<file path="config.mk">
export PLATFORM = sky130hd
export DESIGN_NAME = excessive_descent_rate_alert
export DESIGN_NICKNAME = d
export VERILOG_FILES = /design/src/rtl/edra_pkg.sv /design/src/rtl/edra_height.sv /design/src/rtl/edra_limits.sv /design/src/rtl/edra_decide.sv /design/src/rtl/excessive_descent_rate_alert.sv
export SDC_FILE = /design/constraint.sdc
export NUM_CORES = 1
export LEC_CHECK = 0
export BUFFER_PORTS_ARGS = -buffer_cell sky130_fd_sc_hd__clkbuf_2
export CAP_MARGIN = 10
export CORE_MARGIN = 1
export CORE_UTILIZATION = 34
export CTS_CLUSTER_DIAMETER = 40
export DETAILED_ROUTE_END_ITERATION = 10
export GPL_TIMING_DRIVEN = 0
export PLACE_DENSITY = 0.47
export SKIP_LAST_GASP = 1
export SLEW_MARGIN = 0
export SYNTH_ARGS = -nofsm -noshare
export SYNTH_HDL_FRONTEND = slang
export SYNTH_HIERARCHICAL = 1
export SYNTH_SLANG_ARGS = --single-unit
</file>
<file path="constraint.sdc">
create_clock -name clk -period 10.9 [get_ports clk]
set_input_delay 3.27 -clock clk [delete_from_list [all_inputs] [get_ports clk]]
set_output_delay 3.27 -clock clk [all_outputs]
set_load 0.1 [all_outputs]
</file>
<file path="src/rtl/edra_pkg.sv">
// Shared types, curve constants and codes for the excessive descent rate alert.
package edra_pkg;

  // Field widths
  localparam int ALT_W     = 17;
  localparam int TERR_W    = 16;
  localparam int VS_W      = 16;
  localparam int HGT_RAW_W = ALT_W + 1;
  localparam int HEIGHT_W  = 13;
  localparam int DH_W      = 12;
  localparam int SEG_W     = 2;
  localparam int LIM_W     = 16;

  // Reciprocal constants: limit drop = (dh * RECIP) >> RECIP_SHIFT, exact for dh*D < 2^shift
  localparam int RECIP_SHIFT = 24;
  localparam int RECIP_W     = 26;
  localparam int PROD_W      = DH_W + RECIP_W;
  localparam int DROP_W      = PROD_W - RECIP_SHIFT;

  // Height limits in feet
  localparam logic [HEIGHT_W-1:0] MAX_HEIGHT_FT = 13'd5500;
  localparam logic [HEIGHT_W-1:0] WARN_TOP_FT   = 13'd4400;

  // Caution curve breakpoints
  localparam logic [HEIGHT_W-1:0] CAUT_X [0:3] = '{13'd0, 13'd1500, 13'd3100, 13'd5500};
  localparam logic signed [LIM_W-1:0] CAUT_Y [0:2] =
    '{-16'sd1000, -16'sd2350, -16'sd4850};
  localparam logic [RECIP_W-1:0] CAUT_RECIP [0:2] =
    '{26'd15099495, 26'd26214400, 26'd49982123};

  // Warning curve breakpoints
  localparam logic [HEIGHT_W-1:0] WARN_X [0:3] = '{13'd0, 13'd1150, 13'd2450, 13'd4400};
  localparam logic signed [LIM_W-1:0] WARN_Y [0:2] =
    '{-16'sd1300, -16'sd2350, -16'sd4850};
  localparam logic [RECIP_W-1:0] WARN_RECIP [0:2] =
    '{26'd15318328, 26'd32263877, 26'd61516459};

  // Alert codes
  localparam logic [1:0] ALERT_NONE    = 2'd0;
  localparam logic [1:0] ALERT_CAUTION = 2'd1;
  localparam logic [1:0] ALERT_PULL_UP = 2'd2;

  // Caution stage codes
  localparam logic [1:0] STAGE_NONE = 2'd0;
  localparam logic [1:0] STAGE_LOW  = 2'd1;
  localparam logic [1:0] STAGE_BOTH = 2'd2;

  // Packed stream widths
  localparam int IN_DATA_W  = 56;
  localparam int IN_USER_W  = 3;
  localparam int OUT_DATA_W = 8;

  // One input sample
  typedef struct packed {
    logic signed [ALT_W-1:0]  altitude_ft;
    logic signed [TERR_W-1:0] terrain_ft;
    logic                     terrain_valid;
    logic signed [VS_W-1:0]   vertical_speed_fpm;
    logic                     speed_valid;
    logic                     position_valid;
    logic                     on_ground;
  } sample_t;

  // Height stage result: segment and offset on each curve
  typedef struct packed {
    logic                   ok;
    logic                   has_warn;
    logic signed [VS_W-1:0] vs;
    logic [SEG_W-1:0]       caut_seg;
    logic [DH_W-1:0]        caut_dh;
    logic [SEG_W-1:0]       warn_seg;
    logic [DH_W-1:0]        warn_dh;
  } height_t;

  // Limit stage result: sink limits in ft/min
  typedef struct packed {
    logic                    ok;
    logic                    has_warn;
    logic signed [VS_W-1:0]  vs;
    logic signed [LIM_W-1:0] caut;
    logic signed [LIM_W-1:0] warn;
  } limits_t;

endpackage

</file>
<file path="src/rtl/edra_height.sv">
// First pipeline stage: height above terrain, gating checks and curve segment lookup.
module edra_height
  import edra_pkg::*;
(
  input  logic    clk,
  input  logic    rst,
  input  logic    in_valid,
  output logic    in_ready,
  input  sample_t in_sample,
  output logic    out_valid,
  input  logic    out_ready,
  output height_t out_data
);

  logic signed [TERR_W-1:0]    terr;
  logic signed [HGT_RAW_W-1:0] h_raw;
  logic [HEIGHT_W-1:0]         h;
  logic                        h_in_range;
  logic                        load;
  height_t                     data_next;

  assign in_ready = !out_valid || out_ready;
  assign load     = in_valid && in_ready;

  // Compute floored height and pick segments
  always_comb begin
    terr  = in_sample.terrain_valid ? in_sample.terrain_ft : '0;
    h_raw = HGT_RAW_W'(in_sample.altitude_ft) - HGT_RAW_W'(terr);
    if (h_raw[HGT_RAW_W-1]) begin
      h_in_range = 1'b1;
      h          = '0;
    end else begin
      h_in_range = (h_raw <= $signed({{(HGT_RAW_W-HEIGHT_W){1'b0}}, MAX_HEIGHT_FT}));
      h          = h_raw[HEIGHT_W-1:0];
    end

    data_next.ok       = in_sample.position_valid && in_sample.speed_valid &&
                         !in_sample.on_ground && h_in_range;
    data_next.has_warn = (h <= WARN_TOP_FT);
    data_next.vs       = in_sample.vertical_speed_fpm;

    if (h <= CAUT_X[1]) begin
      data_next.caut_seg = 2'd0;
      data_next.caut_dh  = DH_W'(h - CAUT_X[0]);
    end else if (h <= CAUT_X[2]) begin
      data_next.caut_seg = 2'd1;
      data_next.caut_dh  = DH_W'(h - CAUT_X[1]);
    end else begin
      data_next.caut_seg = 2'd2;
      data_next.caut_dh  = DH_W'(h - CAUT_X[2]);
    end

    if (h <= WARN_X[1]) begin
      data_next.warn_seg = 2'd0;
      data_next.warn_dh  = DH_W'(h - WARN_X[0]);
    end else if (h <= WARN_X[2]) begin
      data_next.warn_seg = 2'd1;
      data_next.warn_dh  = DH_W'(h - WARN_X[1]);
    end else begin
      data_next.warn_seg = 2'd2;
      data_next.warn_dh  = DH_W'(h - WARN_X[2]);
    end
  end

  // Hold valid flag
  always_ff @(posedge clk) begin
    if (rst) begin
      out_valid <= 1'b0;
    end else if (in_ready) begin
      out_valid <= in_valid;
    end
  end

  // Capture payload on transfer
  always_ff @(posedge clk) begin
    if (load) begin
      out_data <= data_next;
    end
  end

endmodule

</file>
<file path="src/rtl/edra_limits.sv">
// Second pipeline stage: interpolate caution and warning sink limits.
module edra_limits
  import edra_pkg::*;
(
  input  logic    clk,
  input  logic    rst,
  input  logic    in_valid,
  output logic    in_ready,
  input  height_t in_data,
  output logic    out_valid,
  input  logic    out_ready,
  output limits_t out_data
);

  logic [PROD_W-1:0] caut_prod;
  logic [PROD_W-1:0] warn_prod;
  logic [DROP_W-1:0] caut_drop;
  logic [DROP_W-1:0] warn_drop;
  logic [1:0]        caut_idx;
  logic [1:0]        warn_idx;
  logic              load;
  limits_t           data_next;

  assign in_ready = !out_valid || out_ready;
  assign load     = in_valid && in_ready;

  // Multiply offset by the segment reciprocal slope, truncate toward zero
  always_comb begin
    caut_idx  = (in_data.caut_seg == 2'd3) ? 2'd2 : in_data.caut_seg;
    warn_idx  = (in_data.warn_seg == 2'd3) ? 2'd2 : in_data.warn_seg;
    caut_prod = PROD_W'(in_data.caut_dh) * PROD_W'(CAUT_RECIP[caut_idx]);
    warn_prod = PROD_W'(in_data.warn_dh) * PROD_W'(WARN_RECIP[warn_idx]);
    caut_drop = caut_prod[PROD_W-1:RECIP_SHIFT];
    warn_drop = warn_prod[PROD_W-1:RECIP_SHIFT];

    data_next.ok       = in_data.ok;
    data_next.has_warn = in_data.has_warn;
    data_next.vs       = in_data.vs;
    data_next.caut     = CAUT_Y[caut_idx] - $signed({{(LIM_W-DROP_W){1'b0}}, caut_drop});
    data_next.warn     = WARN_Y[warn_idx] - $signed({{(LIM_W-DROP_W){1'b0}}, warn_drop});
  end

  // Hold valid flag
  always_ff @(posedge clk) begin
    if (rst) begin
      out_valid <= 1'b0;
    end else if (in_ready) begin
      out_valid <= in_valid;
    end
  end

  // Capture payload on transfer
  always_ff @(posedge clk) begin
    if (load) begin
      out_data <= data_next;
    end
  end

endmodule

</file>
<file path="src/rtl/edra_decide.sv">
// Final stage: compare sink rate to limits, update caution stages, register the result.
module edra_decide
  import edra_pkg::*;
(
  input  logic       clk,
  input  logic       rst,
  input  logic       in_valid,
  output logic       in_ready,
  input  limits_t    in_data,
  output logic       out_valid,
  input  logic       out_ready,
  output logic [1:0] alert,
  output logic [1:0] caution_stage
);

  logic                  low_given;
  logic                  high_given;
  logic                  low_given_next;
  logic                  high_given_next;
  logic [1:0]            alert_next;
  logic signed [VS_W:0]  vs2;
  logic signed [VS_W:0]  mid_sum;
  logic signed [LIM_W-1:0] warn_eff;
  logic                  load;

  assign in_ready = !out_valid || out_ready;
  assign load     = in_valid && in_ready;

  // Decide alert and next caution stages
  always_comb begin
    warn_eff        = in_data.has_warn ? in_data.warn : '0;
    vs2             = {in_data.vs, 1'b0};
    mid_sum         = (VS_W+1)'(in_data.caut) + (VS_W+1)'(warn_eff);
    alert_next      = ALERT_NONE;
    low_given_next  = low_given;
    high_given_next = high_given;
    if (!in_data.ok) begin
      low_given_next  = 1'b0;
      high_given_next = 1'b0;
    end else if (in_data.has_warn && (in_data.vs <= in_data.warn)) begin
      low_given_next  = 1'b1;
      high_given_next = 1'b1;
      alert_next      = ALERT_PULL_UP;
    end else if (in_data.vs <= in_data.caut) begin
      if (!low_given) begin
        low_given_next = 1'b1;
        alert_next     = ALERT_CAUTION;
      end else if (!high_given && in_data.has_warn && (vs2 < mid_sum)) begin
        high_given_next = 1'b1;
        alert_next      = ALERT_CAUTION;
      end
    end else begin
      low_given_next  = 1'b0;
      high_given_next = 1'b0;
    end
  end

  // Advance caution stages and output valid
  always_ff @(posedge clk) begin
    if (rst) begin
      out_valid  <= 1'b0;
      low_given  <= 1'b0;
      high_given <= 1'b0;
    end else begin
      if (in_ready) begin
        out_valid <= in_valid;
      end
      if (load) begin
        low_given  <= low_given_next;
        high_given <= high_given_next;
      end
    end
  end

  // Capture result on transfer
  always_ff @(posedge clk) begin
    if (load) begin
      alert         <= alert_next;
      caution_stage <= 2'(low_given_next) + 2'(high_given_next);
    end
  end

  // The second stage is never armed without the first
  assert property (@(posedge clk) disable iff (rst) high_given |-> low_given)
    else $error("high caution armed without low caution");

  // A pull-up result always reports both stages armed
  assert property (@(posedge clk) disable iff (rst)
    (out_valid && alert == ALERT_PULL_UP) |-> (caution_stage == STAGE_BOTH))
    else $error("pull-up without both caution stages");

  // Reported stage matches the state left by the item
  assert property (@(posedge clk) disable iff (rst)
    (in_valid && in_ready) |=> (caution_stage == 2'(low_given) + 2'(high_given)))
    else $error("caution stage does not match armed state");

  // Stages hold while a result is stalled
  assert property (@(posedge clk) disable iff (rst)
    (out_valid && !out_ready) |=> ($stable(low_given) && $stable(high_given)))
    else $error("caution stages changed during output stall");

  // A new caution never comes from an invalid sample
  assert property (@(posedge clk) disable iff (rst)
    (in_valid && in_ready && !in_data.ok) |=> (alert == ALERT_NONE && caution_stage == STAGE_NONE))
    else $error("alert raised on rejected sample");

endmodule

</file>
<file path="src/rtl/excessive_descent_rate_alert.sv">
// Top level of the excessive descent rate alert: stream ports and a three-stage pipeline.
//
//  Channel   Dir  Signals                         Contents
//  s_axis    in   tvalid tready tdata[55:0]       one sample per transfer
//                 tuser[2:0]                      validity flags
//  m_axis    out  tvalid tready tdata[7:0]        alert and caution stage per sample
//
//  One sample per clock cycle is sustained while m_axis_tready is high; each sample is
//  registered in turn in the height stage, the limit multiply stage and the
//  decision/output register, which drives m_axis_tvalid and m_axis_tdata.
//  Synchronous reset clears all stage valid flags and both caution stages.
//  Each stage holds its item while the next stage is full and not draining;
//  s_axis_tready follows from m_axis_tready through the stage chain in the same cycle.
module excessive_descent_rate_alert
  import edra_pkg::*;
(
  input  logic                  clk,
  input  logic                  rst,
  input  logic                  s_axis_tvalid,
  output logic                  s_axis_tready,
  // [16:0] altitude_ft, [32:17] terrain_ft, [48:33] vertical_speed_fpm,
  // [49] on_ground, [55:50] zero
  input  logic [IN_DATA_W-1:0]  s_axis_tdata,
  // [0] terrain_valid, [1] speed_valid, [2] position_valid
  input  logic [IN_USER_W-1:0]  s_axis_tuser,
  output logic                  m_axis_tvalid,
  input  logic                  m_axis_tready,
  // [1:0] alert, [3:2] caution_stage, [7:4] zero
  output logic [OUT_DATA_W-1:0] m_axis_tdata
);

  sample_t    sample;
  height_t    height_data;
  limits_t    limits_data;
  logic       height_valid;
  logic       height_ready;
  logic       limits_valid;
  logic       limits_ready;
  logic [1:0] alert;
  logic [1:0] caution_stage;

  // Unpack the input transfer
  always_comb begin
    sample.altitude_ft        = s_axis_tdata[16:0];
    sample.terrain_ft         = s_axis_tdata[32:17];
    sample.vertical_speed_fpm = s_axis_tdata[48:33];
    sample.on_ground          = s_axis_tdata[49];
    sample.terrain_valid      = s_axis_tuser[0];
    sample.speed_valid        = s_axis_tuser[1];
    sample.position_valid     = s_axis_tuser[2];
  end

  edra_height u_height (
    .clk       (clk),
    .rst       (rst),
    .in_valid  (s_axis_tvalid),
    .in_ready  (s_axis_tready),
    .in_sample (sample),
    .out_valid (height_valid),
    .out_ready (height_ready),
    .out_data  (height_data)
  );

  edra_limits u_limits (
    .clk       (clk),
    .rst       (rst),
    .in_valid  (height_valid),
    .in_ready  (height_ready),
    .in_data   (height_data),
    .out_valid (limits_valid),
    .out_ready (limits_ready),
    .out_data  (limits_data)
  );

  edra_decide u_decide (
    .clk           (clk),
    .rst           (rst),
    .in_valid      (limits_valid),
    .in_ready      (limits_ready),
    .in_data       (limits_data),
    .out_valid     (m_axis_tvalid),
    .out_ready     (m_axis_tready),
    .alert         (alert),
    .caution_stage (caution_stage)
  );

  // Pack the result transfer
  assign m_axis_tdata = {4'b0000, caution_stage, alert};

endmodule
</file>
==> run metrics <==
number of synthesized flops with an enable pin 99; R2R Setup Slk 0.66 ns; CTS Sinks 104; Post-CTS Hold Buffers 0; TritonCTS clock tree yes; grt ovf 0; worst r2r path cells 34; Final setup viols 0; Stages on worst setup path 34; Final nets 3109; post-synth top area share 0.3327; Hold Path Class reg2reg; slew margin rel. 0.3063; multiplexer area fraction after synthesis 0.0009066; endpoint of the worst register-to-register path u_limits/out_data[14]$_DFFE_PP_; Final Max Slew Viols 0; Tmin final 10.24 ns; largest net degree at the start of global routing 36; TNS Setup 0 ns; Crit Reg-Reg Startpoint u_height/out_data[13]$_SDFFCE_PP0P_; Fin. Hold Viols 0; Initial Util 0.3432; CTS Root Cell clkbuf_16; Async SR Flop Fraction 0; crit end category register; fin crit share 0.9395; 1st-iter DRT viols 826; CP max-delay cell clkbuf_1; DRT Wirelength 57.84 mm; RSZ-0062 raised after global routing no; Least-Margin Pin Slew 1.038 ns; share of layout cells above drive strength 1 0.06845; worst skew pair latency 0.37 ns; CP bufs+invs 8; YS warnings 6; Compound-Gate Fraction of Synth Area 0.1036; Core Box Area 64350 um^2; status complete, no violations; RD Place Congestion 0.9052; number of vias per cell 4.808; family with the most delay on the worst path adder cells; CTS Buffer Depth 2; Synth Area in Simple Gates 0.1141; Die Ht 256.9 um; main combinational cell family by area after synthesis adder cells; top post-synthesis cells by area fa_1 (33%), ha_1 (16%), edfxtp_1 (13%), inv_1 (9.9%), nand2_1 (2.4%); top-count cell post-synth inv_1; Synth Area in XOR/XNOR 0.03411; total CTS buffers 9; I/O pins 73; layout overhead on the synthesized area 7.984%; vias in the first global route 16967; CP max stage delay 0.64 ns; worst setup path class reg2reg; Yosys top cell by area fa_1; Fmax 97.65 MHz; WL per Instance 17.78 um; Total Routing Usage GR 0.1811; Max Cap Violations 0; Port Buffers 62; fillers 6517; Post-synth top flop edfxtp_1; Crit. Startpoint u_height/out_data[13]$_SDFFCE_PP0P_; DIE WIDTH 256.9 um; row count 93; Post-Synth Adder-Cell Area 0.4969; die area 65970 um^2; Synth Cell Area 22080 um^2; crit path max fanout 11; DRT antenna net count 0; DP Wirelength 52.01 mm; DR vias 15634; first-pass GRT wire length 92.49 mm; sequential area share after synthesis 0.1392; critical path endpoint u_limits/out_data[14]$_DFFE_PP_; post-synth cell types 108; DR DRC count 0; WP data arrival 10.36 ns; drt first pass iters 5; Syn Inst Count 2309; Setup crit start kind register; WP data required 11.02 ns; clock slew at reported path FFs 0.08 ns; antenna violations before repair 0; worst clock skew 0.01185 ns; flops & latches, synth 104; Synth Area per Inst 9.564 um^2; CTS H-tree lvls 3; most common library cells after synthesis inv_1 (581), fa_1 (367), ha_1 (288), nand2_1 (141), nor2_1 (131)
-- worst reg2reg max path, delay by kind of cell, from the launching register on --
family	cells	cell delay, ns
fa+ha+maj	7	3.27
compound gates	13	3.04
buf+inv	8	1.94
simple gates	6	1.39
flops	1	0.36
-- routing by layer --
layer | GRT usage | part of all wire | vias up
met5 | 0 | 0 | -
met4 | 0.03638 | 0.018 | 0
met3 | 0.02571 | 0.039 | 52
met2 | 0.3032 | 0.47 | 290
met1 | 0.2488 | 0.47 | 7760
li1 | - | - | 7532
-- state kept, by name, indices dropped and copies added, names as in the netlist --
register / count
u_decide/alert: 2
u_decide/low_given: 1
u_height/out_data: 45
u_decide/out_valid: 1
u_limits/out_data: 50
u_decide/caution_stage: 2
u_decide/high_given: 1
u_height/out_valid: 1
u_limits/out_valid: 1
-- per-stage QoR --
| stage | util | cells | hold slack, ns | area (um^2) | setup slack [ns] |
|---|---|---|---|---|---|
| after floorplan | - | 2316 | 0.4003 | 22110 | 2.744 |
| after detailed placement | 0.3657 | 3235 | 0.4105 | 23530 | 0.4036 |
| final | 0.3706 | 3252 | 0.4114 | 23850 | 0.6592 |
| after CTS | 0.3704 | 3251 | 0.4171 | 23830 | 0.3363 |
| after global routing | 0.3705 | 3251 | 0.4258 | 23840 | 0.03274 |
| after global placement | 0.3650 | 3233 | 0.4061 | 23490 | 0.4578 |
-- layout make-up --
| class | count | area (um^2) | area share |
|---|---|---|---|
| antenna | 1 | 2.502 | 0.0001049 |
| buffer | 47 | 241.5 | 0.01013 |
| clock buffer | 11 | 254.0 | 0.01065 |
| clock inverter | 5 | 47.55 | 0.001994 |
| inverter | 587 | 2212 | 0.09277 |
| multi-input combinational | 1578 | 16590 | 0.6959 |
| sequential | 104 | 3073 | 0.1289 |
| tap | 855 | 1070 | 0.04486 |
| timing repair buffer | 64 | 350.3 | 0.01469 |
-- cell families (layout without fill, tap and decap cells) --
kind of cell / Yosys count / after routing
compound gates: 317 / 317
xor+xnor: 86 / 86
fa+ha+maj: 657 / 657
buf+inv: 634 / 714
flops: 104 / 104
mux: 2 / 2
other cells: 2 / 10
simple gates: 507 / 507
-- worst min-delay path by stage --
stage | from | end | cells after the start
after floorplan | u_height/out_data[28]$_DFFE_PP_ | u_limits/out_data[32]$_DFFE_PP_ | 0
after global placement | u_height/out_data[41]$_DFFE_PP_ | u_limits/out_data[45]$_DFFE_PP_ | 0
after detailed placement | u_height/out_data[41]$_DFFE_PP_ | u_limits/out_data[45]$_DFFE_PP_ | 0
after CTS | u_height/out_data[41]$_DFFE_PP_ | u_limits/out_data[45]$_DFFE_PP_ | 0
after global routing | u_height/out_data[43]$_DFFE_PP_ | u_limits/out_data[47]$_DFFE_PP_ | 0
final | u_height/out_data[42]$_DFFE_PP_ | u_limits/out_data[46]$_DFFE_PP_ | 0
-- placed cells by master, fill, tap and decap left out, types with 21 or more instances in the layout --
cell,n
a21o_1,26
a21oi_1,80
and2_1,35
and3_1,21
clkbuf_1,35
clkbuf_2,63
edfxtp_1,99
fa_1,367
ha_1,288
inv_1,581
nand2_1,141
nand3_1,25
nor2_1,131
nor2b_1,27
nor3_1,27
o21ai_0,49
xnor2_1,48
xor2_1,38
-- repair_timing --
| item | in CTS | in global routing |
|---|---|---|
| gates resized for setup | 0 | 2 |
| setup endpoints to repair | 0 | 4 |
| setup buffers | 0 | 0 |
| hold endpoints to repair | 0 | 0 |
Power is not shown: default switching activity piles up to over one toggle a cycle in this logic, so the estimate is an artifact.
